`config.mk`:
```
export PLATFORM = sky130hd
export DESIGN_NAME = next_fit_id_allocator_unit
export DESIGN_NICKNAME = d
export VERILOG_FILES = /design/src/nfa_pkg.sv /design/src/nfa_ram.sv /design/src/next_fit_id_allocator_unit.sv
export SDC_FILE = /design/constraint.sdc
export NUM_CORES = 1
export LEC_CHECK = 0
export BUFFER_PORTS_ARGS = -buffer_cell sky130_fd_sc_hd__clkbuf_2
export CORE_MARGIN = 5
export CORE_UTILIZATION = 60
export DETAILED_ROUTE_END_ITERATION = 8
export HOLD_SLACK_MARGIN = 0.08
export PLACE_DENSITY = 0.76
export SLEW_MARGIN = 20
export SYNTH_ARGS = -nofsm -noshare
export SYNTH_HDL_FRONTEND = slang
export SYNTH_SLANG_ARGS = --single-unit
```
`constraint.sdc`:
```
create_clock -name clk -period 7.1 [get_ports clk]
set_clock_uncertainty 0.2 [all_clocks]
set_input_delay 1.42 -clock clk [delete_from_list [all_inputs] [get_ports clk]]
set_output_delay 1.42 -clock clk [all_outputs]
set_load 0.05 [all_outputs]
```
`src/nfa_pkg.sv`:
```
// ----------------------------------------------------------------------------
// nfa_pkg
// Shared widths, operation and status codes, and the lowest-free-bit
// encoder for the next-fit identifier allocator.
// ----------------------------------------------------------------------------
`default_nettype none

package nfa_pkg;

  localparam int FUNC_W   = 2;
  localparam int ID_W     = 7;
  localparam int STATUS_W = 2;
  localparam int WORD_W   = 32;
  localparam int BIT_W    = 5;

  localparam logic [FUNC_W-1:0] FN_ALLOC = 2'd0;
  localparam logic [FUNC_W-1:0] FN_FREE  = 2'd1;
  localparam logic [FUNC_W-1:0] FN_QUERY = 2'd2;

  localparam logic [STATUS_W-1:0] ST_OK    = 2'd0;
  localparam logic [STATUS_W-1:0] ST_FULL  = 2'd1;
  localparam logic [STATUS_W-1:0] ST_BADID = 2'd2;
  localparam logic [STATUS_W-1:0] ST_FREE  = 2'd3;

  typedef logic [WORD_W-1:0] word_t;
  typedef logic [BIT_W-1:0]  bitpos_t;

  function automatic bitpos_t lowest_bit(input word_t v);
    bitpos_t r;
    r = '0;
    for (int i = WORD_W - 1; i >= 0; i--) begin
      if (v[i]) begin
        r = BIT_W'(i);
      end
    end
    return r;
  endfunction

endpackage

`default_nettype wire

```
`src/nfa_ram.sv`:
```
// ----------------------------------------------------------------------------
// nfa_ram
// Generic single-write, single-read RAM with a registered read port.
// ----------------------------------------------------------------------------
`default_nettype none

module nfa_ram #(
  parameter int WIDTH = 32,
  parameter int DEPTH = 4
) (
  input  wire logic                                  clk,
  input  wire logic                                  wr_en,
  input  wire logic [(DEPTH > 1 ? $clog2(DEPTH) : 1)-1:0] wr_addr,
  input  wire logic [WIDTH-1:0]                      wr_data,
  input  wire logic                                  rd_en,
  input  wire logic [(DEPTH > 1 ? $clog2(DEPTH) : 1)-1:0] rd_addr,
  output logic      [WIDTH-1:0]                      rd_data
);

  logic [WIDTH-1:0] mem_r [DEPTH];

  always_ff @(posedge clk) begin
    if (wr_en) begin
      mem_r[wr_addr] <= wr_data;
    end
    if (rd_en) begin
      rd_data <= mem_r[rd_addr];
    end
  end

endmodule

`default_nettype wire

```
`src/next_fit_id_allocator_unit.sv`:
```
// ----------------------------------------------------------------------------
// next_fit_id_allocator_unit
// Next-fit identifier allocator. The used map lives in a RAM of 32-bit
// words; allocate scans words circularly from the search pointer.
//
//   channel  direction  handshake          payload
//   in       input      in_valid/in_stall  in_func, in_req_id
//   out      output     out_valid/out_stall out_status, out_id
//
// Free and query go from accept through S_FQ to S_DONE; rejected requests go
// straight to S_DONE. Allocate reads 1 to NUM_SLOTS/32 (rounded up) words in
// S_SCAN, one per cycle from the used-map RAM read port, then goes to S_DONE.
// One request is in flight at a time; out_stall holds the result register
// and the request waits in its final step until the register frees.
// Reset marks every map word invalid (reads as free) and zeroes the pointer.
// ----------------------------------------------------------------------------
`default_nettype none

module next_fit_id_allocator_unit #(
  parameter int NUM_SLOTS = 128
) (
  input  wire logic                          clk,
  input  wire logic                          rst_n,
  input  wire logic                          in_valid,
  output logic                               in_stall,
  input  wire logic [nfa_pkg::FUNC_W-1:0]    in_func,
  input  wire logic [nfa_pkg::ID_W-1:0]      in_req_id,
  output logic                               out_valid,
  input  wire logic                          out_stall,
  output logic      [nfa_pkg::STATUS_W-1:0]  out_status,
  output logic      [nfa_pkg::ID_W-1:0]      out_id
);

  import nfa_pkg::*;

  localparam int WORDS    = (NUM_SLOTS + WORD_W - 1) / WORD_W;
  localparam int AW       = (WORDS > 1) ? $clog2(WORDS) : 1;
  localparam int SW       = $clog2(NUM_SLOTS);
  localparam int LAST_REM = NUM_SLOTS - (WORDS - 1) * WORD_W;
  localparam word_t LAST_MASK = {WORD_W{1'b1}} >> (WORD_W - LAST_REM);
  localparam logic [AW-1:0] LAST_W = AW'(WORDS - 1);

  localparam logic [1:0] S_IDLE = 2'd0;
  localparam logic [1:0] S_FQ   = 2'd1;
  localparam logic [1:0] S_SCAN = 2'd2;
  localparam logic [1:0] S_DONE = 2'd3;

  logic [1:0]          state_r, state_nxt;
  logic [FUNC_W-1:0]   func_r, func_nxt;
  logic [SW-1:0]       slot_r, slot_nxt;
  logic [SW-1:0]       ptr_r, ptr_nxt;
  logic [AW-1:0]       cur_w_r, cur_w_nxt;
  logic [AW-1:0]       start_w_r, start_w_nxt;
  logic [AW-1:0]       cnt_r, cnt_nxt;
  word_t               lo_free_r, lo_free_nxt;
  word_t               start_eff_r, start_eff_nxt;
  logic                rd_vld_r, rd_vld_nxt;
  logic [WORDS-1:0]    vld_r, vld_nxt;
  logic                wr_pend_r, wr_pend_nxt;
  logic [AW-1:0]       wr_addr_r, wr_addr_nxt;
  word_t               wr_data_r, wr_data_nxt;
  logic                ptr_upd_r, ptr_upd_nxt;
  logic [SW-1:0]       ptr_new_r, ptr_new_nxt;
  logic [STATUS_W-1:0] res_status_r, res_status_nxt;
  logic [ID_W-1:0]     res_id_r, res_id_nxt;
  logic                out_valid_r, out_valid_nxt;
  logic [STATUS_W-1:0] out_status_r, out_status_nxt;
  logic [ID_W-1:0]     out_id_r, out_id_nxt;

  logic                rd_en;
  logic [AW-1:0]       rd_addr;
  word_t               rd_data;
  logic                wr_en;

  logic                in_range_c;
  logic [SW-1:0]       req_slot_c;
  logic [AW-1:0]       req_word_c;
  logic [AW-1:0]       ptr_word_c;
  logic [AW-1:0]       next_w_c;
  word_t               eff_c;
  word_t               wmask_c;
  word_t               free_c;
  word_t               hi_mask_c;
  word_t               hi_c;
  word_t               lo_c;
  word_t               cand_c;
  word_t               lo_sel_c;
  word_t               base_sel_c;
  word_t               sel_bits_c;
  word_t               sel_base_c;
  logic [AW-1:0]       sel_w_c;
  bitpos_t             bp_c;
  logic [SW-1:0]       fslot_c;
  logic [SW:0]         finc_c;
  logic [SW-1:0]       fnext_c;
  bitpos_t             slot_bit_c;
  logic                slot_used_c;

  nfa_ram #(
    .WIDTH (WORD_W),
    .DEPTH (WORDS)
  ) u_map (
    .clk     (clk),
    .wr_en   (wr_en),
    .wr_addr (wr_addr_r),
    .wr_data (wr_data_r),
    .rd_en   (rd_en),
    .rd_addr (rd_addr),
    .rd_data (rd_data)
  );

  assign in_range_c = ({{SW{1'b0}}, in_req_id} < (SW + ID_W)'(NUM_SLOTS));
  assign req_slot_c = SW'({{SW{1'b0}}, in_req_id});
  assign req_word_c = AW'(req_slot_c >> BIT_W);
  assign ptr_word_c = AW'(ptr_r >> BIT_W);
  assign next_w_c   = (cur_w_r == LAST_W) ? '0 : cur_w_r + 1'b1;

  assign eff_c      = rd_vld_r ? rd_data : '0;
  assign wmask_c    = (cur_w_r == LAST_W) ? LAST_MASK : '1;
  assign free_c     = ~eff_c & wmask_c;
  assign hi_mask_c  = {WORD_W{1'b1}} << BIT_W'(ptr_r);
  assign hi_c       = free_c & hi_mask_c;
  assign lo_c       = free_c & ~hi_mask_c;
  assign cand_c     = (cnt_r == '0) ? hi_c : free_c;
  assign lo_sel_c   = (cnt_r == '0) ? lo_c : lo_free_r;
  assign base_sel_c = (cnt_r == '0) ? eff_c : start_eff_r;

  assign sel_w_c    = (cand_c != '0) ? cur_w_r : start_w_r;
  assign sel_bits_c = (cand_c != '0) ? cand_c : lo_sel_c;
  assign sel_base_c = (cand_c != '0) ? eff_c : base_sel_c;
  assign bp_c       = lowest_bit(sel_bits_c);
  assign fslot_c    = SW'({sel_w_c, bp_c});
  assign finc_c     = {1'b0, fslot_c} + 1'b1;
  assign fnext_c    = (finc_c >= (SW + 1)'(NUM_SLOTS)) ? '0 : finc_c[SW-1:0];

  assign slot_bit_c  = BIT_W'(slot_r);
  assign slot_used_c = eff_c[slot_bit_c];

  always_comb begin
    state_nxt      = state_r;
    func_nxt       = func_r;
    slot_nxt       = slot_r;
    ptr_nxt        = ptr_r;
    cur_w_nxt      = cur_w_r;
    start_w_nxt    = start_w_r;
    cnt_nxt        = cnt_r;
    lo_free_nxt    = lo_free_r;
    start_eff_nxt  = start_eff_r;
    vld_nxt        = vld_r;
    wr_pend_nxt    = wr_pend_r;
    wr_addr_nxt    = wr_addr_r;
    wr_data_nxt    = wr_data_r;
    ptr_upd_nxt    = ptr_upd_r;
    ptr_new_nxt    = ptr_new_r;
    res_status_nxt = res_status_r;
    res_id_nxt     = res_id_r;
    out_valid_nxt  = out_valid_r;
    out_status_nxt = out_status_r;
    out_id_nxt     = out_id_r;
    rd_en          = 1'b0;
    rd_addr        = cur_w_r;
    wr_en          = 1'b0;

    if (out_valid_r && !out_stall) begin
      out_valid_nxt = 1'b0;
    end

    case (state_r)
      S_IDLE: begin
        if (in_valid) begin
          func_nxt       = in_func;
          slot_nxt       = req_slot_c;
          res_id_nxt     = in_req_id;
          res_status_nxt = ST_BADID;
          wr_pend_nxt    = 1'b0;
          ptr_upd_nxt    = 1'b0;
          state_nxt      = S_DONE;
          case (in_func)
            FN_ALLOC: begin
              rd_en       = 1'b1;
              rd_addr     = ptr_word_c;
              cur_w_nxt   = ptr_word_c;
              start_w_nxt = ptr_word_c;
              cnt_nxt     = '0;
              state_nxt   = S_SCAN;
            end
            FN_FREE: begin
              if (in_range_c) begin
                rd_en     = 1'b1;
                rd_addr   = req_word_c;
                state_nxt = S_FQ;
              end
            end
            FN_QUERY: begin
              if (in_range_c && (in_req_id != '0)) begin
                rd_en     = 1'b1;
                rd_addr   = req_word_c;
                state_nxt = S_FQ;
              end
            end
            default: begin
              state_nxt = S_DONE;
            end
          endcase
        end
      end

      S_FQ: begin
        res_status_nxt = slot_used_c ? ST_OK : ST_FREE;
        if ((func_r == FN_FREE) && slot_used_c) begin
          wr_pend_nxt = 1'b1;
          wr_addr_nxt = AW'(slot_r >> BIT_W);
          wr_data_nxt = eff_c & ~(word_t'(1) << slot_bit_c);
        end
        state_nxt = S_DONE;
      end

      S_SCAN: begin
        if (cnt_r == '0) begin
          lo_free_nxt   = lo_c;
          start_eff_nxt = eff_c;
        end
        if ((cand_c != '0) || ((cnt_r == LAST_W) && (lo_sel_c != '0))) begin
          wr_pend_nxt    = 1'b1;
          wr_addr_nxt    = sel_w_c;
          wr_data_nxt    = sel_base_c | (word_t'(1) << bp_c);
          ptr_upd_nxt    = 1'b1;
          ptr_new_nxt    = fnext_c;
          res_status_nxt = ST_OK;
          res_id_nxt     = ID_W'(fslot_c);
          state_nxt      = S_DONE;
        end else if (cnt_r == LAST_W) begin
          res_status_nxt = ST_FULL;
          res_id_nxt     = '0;
          state_nxt      = S_DONE;
        end else begin
          cnt_nxt   = cnt_r + 1'b1;
          cur_w_nxt = next_w_c;
          rd_en     = 1'b1;
          rd_addr   = next_w_c;
        end
      end

      S_DONE: begin
        if (!out_valid_r || !out_stall) begin
          out_valid_nxt  = 1'b1;
          out_status_nxt = res_status_r;
          out_id_nxt     = res_id_r;
          if (wr_pend_r) begin
            wr_en              = 1'b1;
            vld_nxt[wr_addr_r] = 1'b1;
          end
          if (ptr_upd_r) begin
            ptr_nxt = ptr_new_r;
          end
          state_nxt = S_IDLE;
        end
      end

      default: begin
        state_nxt = S_IDLE;
      end
    endcase
  end

  assign rd_vld_nxt = rd_en ? vld_r[rd_addr] : rd_vld_r;

  always_ff @(posedge clk) begin
    if (!rst_n) begin
      state_r     <= S_IDLE;
      ptr_r       <= '0;
      vld_r       <= '0;
      out_valid_r <= 1'b0;
    end else begin
      state_r     <= state_nxt;
      ptr_r       <= ptr_nxt;
      vld_r       <= vld_nxt;
      out_valid_r <= out_valid_nxt;
    end
  end

  always_ff @(posedge clk) begin
    func_r       <= func_nxt;
    slot_r       <= slot_nxt;
    cur_w_r      <= cur_w_nxt;
    start_w_r    <= start_w_nxt;
    cnt_r        <= cnt_nxt;
    lo_free_r    <= lo_free_nxt;
    start_eff_r  <= start_eff_nxt;
    rd_vld_r     <= rd_vld_nxt;
    wr_pend_r    <= wr_pend_nxt;
    wr_addr_r    <= wr_addr_nxt;
    wr_data_r    <= wr_data_nxt;
    ptr_upd_r    <= ptr_upd_nxt;
    ptr_new_r    <= ptr_new_nxt;
    res_status_r <= res_status_nxt;
    res_id_r     <= res_id_nxt;
    out_status_r <= out_status_nxt;
    out_id_r     <= out_id_nxt;
  end

  assign in_stall   = (state_r != S_IDLE);
  assign out_valid  = out_valid_r;
  assign out_status = out_status_r;
  assign out_id     = out_id_r;

endmodule

`default_nettype wire

```
==> flow_metrics.py <==
metrics = {
    "run_status": {
        "run_status": "completed",
    },
    "grt": {
        "largest_net_degree_at_the_start_of_global_routing": 73,
        "grt-ovfl-total": 0,
        "via_count_of_the_first_global_routing_pass": 10992,
        "number_of_antenna_violations_at_the_first_check_in_global_routing": 0,
        "grt_pass1_wl_um": 66500,
        "groute.usage.overall_pct": 30.2,
    },
    "route": {
        "average_detailed_routed_wire_length_per_instance_um": 26.9,
        "post-route-drc-count": 0,
        "routedLengthMet1_um": 17100,
        "detail_route.first_pass.iterations": 6,
        "detail_route.vias_per_cell": 6.86,
        "ant_nets": 0,
        "initialDrtViolationCount": 1397,
        "routed-wl-met2_um": 21000,
        "wl_met3_um": 4240,
        "postRouteWirelength_um": 44600,
        "routed.top_layer": "met4",
        "dr_total_vias": 11347,
    },
    "power_and_ir_drop": {
        "netSwitchingFraction_pct": 35.4,
        "worst_ir_drop_vdd_mv": 0.516,
        "pwr-share-seq_pct": 43.7,
        "pwr-share-comb_pct": 31.5,
        "power_per_cell_area_nw_per_um2": 421,
        "power_switching_uw": 2570,
        "p_int_uw": 4690,
        "share_of_power_burned_in_the_clock_network_pct": 24.8,
        "leak_pwr_uw": 0.00628,
    },
    "worst_setup_path": {
        "cp_num_buf_inv": 3,
        "setup.worst_path.start_class": "register",
        "reg2reg_depth": 17,
        "critPathCaptureType": "register",
        "slowest_stage": "ha_2",
        "crit_path_max_incr_delay_ns": 0.65,
        "path_cells": "inv_1 > ha_2 > nand2_1 > a22o_1 > or4b_1 > nor4_2 > and3_2 > buf_4 > a221oi_1 > a311oi_1 > o31ai_1 > a211oi_2 > inv_1 > ha_1 > ha_1 > a221o_1 > a21o_1",
        "data_required_time_of_the_worst_path_ns": 7.19,
        "logic_depth_of_the_worst_setup_path_including_buffers": 17,
        "critical_path_arrival_ns": 6.54,
        "worst_setup_path_type": "register to register",
        "largest_fanout_on_the_critical_path": 29,
        "critical_path.top_delay_family": "compound AO/OA/AOI/OAI gates",
    },
    "synth": {
        "synth_flop_cell": "edfxtp_1",
        "synth.lib_cells_used.distinct": 82,
        "synth-async-reset-ratio_pct": 0,
        "syn_inst": 1293,
        "post_synthesis_instance_area_um2": 15700,
        "synth_warnings": 0,
        "synth.avg_cell_area_um2": 12.1,
        "number_of_flops_mapped_to_enable_cells_by_yosys": 301,
        "synth_sequential_area_ratio_pct": 59.5,
        "yosys_register_bits": 315,
        "syn-num-nets": 1319,
    },
    "floorplan": {
        "num_io_pins": 24,
        "die_width_um": 172,
        "die_h_um": 172,
        "core_um2": 25900,
        "effective_utilization_at_floorplan_pct": 60.5,
        "rows": 59,
        "die_area_um2": 29400,
    },
    "sta": {
        "total_negative_setup_slack_ns": 0,
        "final_hold_viol_count": 0,
        "final_period_minus_worst_setup_slack_ns": 6.45,
        "setup_violations": 0,
        "period_share_pct": 90.9,
        "rsz0062_at_grt": "no",
        "fmax_mhz": 155,
        "slew_headroom_pct": 34.5,
        "setup_slack_ns": 0.649,
        "drv_slew": 0,
        "timing_worst_slew_pin_value_ns": 0.981,
    },
    "min_path": {
        "min_delay_path_depth": 0,
        "timing.hold.worst.class": "register to register",
    },
    "clock_tree": {
        "hold_buffers": 0,
        "tritoncts": "done",
        "clkSlewWorstSetupHoldPaths_ns": 0.06,
        "htreeDepth": 2,
        "cts_post_setup_buffers_inserted": 0,
        "cts_root_buffer_type": "clkbuf_16",
        "cts_max_path_bufs": 3,
        "clock-sinks": 315,
        "ctsResizeCount": 0,
        "tritoncts.num_buffers": 34,
        "clkLatencyLatePin_ns": 0.53,
    },
    "final_layout": {
        "final_common_cell": "edfxtp_1",
        "n_antenna_cell": 0,
        "final_cell_mix": "edfxtp_1 (301), nand2_1 (121), mux2i_1 (111)",
        "design.final.nets": 1324,
        "post_route_cells_drive_above_1_share_pct": 12.3,
        "fillCellCount": 1904,
        "syn2layout_area_growth_pct": 10.2,
    },
    "job": {
        "maxCapViolations": 0,
    },
    "placed_design": {
        "place.detailed.hpwl_um": 30400,
        "dp_worst_setup_slack_ns": 0.837,
        "io_buffer_count": 23,
        "routabilityCongestion": 0.972,
    },
}
## worst reg2reg max path: stages, from the launching register on
cell and delay, ns:
edfxtp_1 0.42, inv_1 0.09, ha_2 0.65, nand2_1 0.43, a22o_1 0.31, or4b_1 0.56, nor4_2 0.44, and3_2 0.32
buf_4 0.28, a221oi_1 0.14, a311oi_1 0.29, o31ai_1 0.18, a211oi_2 0.62, inv_1 0.16, ha_1 0.30, ha_1 0.31
a221o_1 0.34, a21o_1 0.18
## per-stage QoR
step / power (uW) / area [um2] / utilization [%] / std cells / hold slack [ns]
after global routing: 7530 / 17300 / 66.6 / 1655 / 0.238
final: 7260 / 17300 / 66.6 / 1655 / 0.230
after floorplan: 4630 / 15700 / - / 1293 / 0.200
after detailed placement: 5430 / 16100 / 62.2 / 1596 / 0.206
after CTS: 7230 / 17200 / 66.5 / 1654 / 0.231
after global placement: 5380 / 16100 / 62.2 / 1596 / 0.206
## cell families (layout without fill, tap and decap cells)
kind of cell / after synthesis / count (layout) / share of synthesized area [%]
xor gates and xnor gates: 4 / 4 / 0.224
buffers and inverters: 119 / 146 / 3.28
adders and majority gates: 13 / 13 / 1.04
and+or+nand+nor: 366 / 366 / 11.4
DFF: 315 / 315 / 59.5
AOI/OAI and AO/OA: 328 / 328 / 14.1
muxes: 148 / 148 / 10.5
## path summary, 6_finish.rpt
path | startpoint | endpoint | slack (ns)
setup / recovery | cnt_r[0] | wr_data_r[3] | 0.65
hold / removal | res_id_r[4] | out_id[4] | 0.23
setup reg to reg | cnt_r[0] | wr_data_r[3] | 0.65
hold reg to reg | res_id_r[4] | out_id[4] | 0.23
## power groups by stage
| stage | logic [uW] | registers [uW] | clock network [uW] |
|---|---|---|---|
| floorplan | 1630 | 3000 | 0 |
| global placement | 2210 | 3180 | 0 |
| detailed placement | 2240 | 3190 | 0 |
| CTS | 2250 | 3160 | 1820 |
| global route | 2430 | 3200 | 1900 |
| finish | 2280 | 3180 | 1800 |
## per-layer routing
metal,track usage [%],vias up
li1,-,4980
met1,40.2,5518
met2,48.6,709
met3,6.00,140
met4,13.4,0
met5,0,-
## synth_stat cells, types with 8 or more instances
cell       count  area, um2
o22ai_1       11       68.8
or2_2          8       50.1
o211ai_1      19        143
dfxtp_1       14        280
mux2i_1      111       1110
o31ai_1        9       67.6
nor4_1         8       50.1
nand3_1       25        125
edfxtp_1     301       9040
nor3_1        17       85.1
buf_2         18       90.1
o21ai_0       67        335
nor2b_1       19        119
a21oi_1       82        410
a21o_1        15        113
a31oi_1       11       68.8
nor2_1        85        319
a22o_1        12        105
clkbuf_1      42        158
o31a_1         8       70.1
o21a_1         8       60.1
ha_1          13        163
mux4_2        10        225
mux2_2        27        304
and2_1        36        225
nand2_1      121        454
buf_4          8       60.1
buf_1         10       37.5
inv_1         38        143
o2bb2ai_1     10       87.6
## sequential cells by signal, summed over array words and instances, names as in the netlist, 2 cells and up
signal,cells
cnt_r,2
state_r,2
wr_data_r,32
func_r,2
start_w_r,2
res_id_r,7
res_status_r,2
out_status,2
out_id,7
ptr_new_r,7
start_eff_r,32
ptr_r,7
vld_r,4
u_map.mem_r,128
slot_r,7
wr_addr_r,2
lo_free_r,32
u_map.rd_data,32
cur_w_r,2
## cell type report
type / instances / area, um2 / area share (%)
Sequential cell: 315 / 9320 / 54.0
Multi-Input combinational cell: 859 / 5910 / 34.2
Clock buffer: 43 / 895 / 5.18
Tap cell: 335 / 419 / 2.43
Timing Repair Buffer: 49 / 348 / 2.01
Clock inverter: 15 / 229 / 1.33
Inverter: 39 / 146 / 0.848
Power figures use the tool's default switching activity.
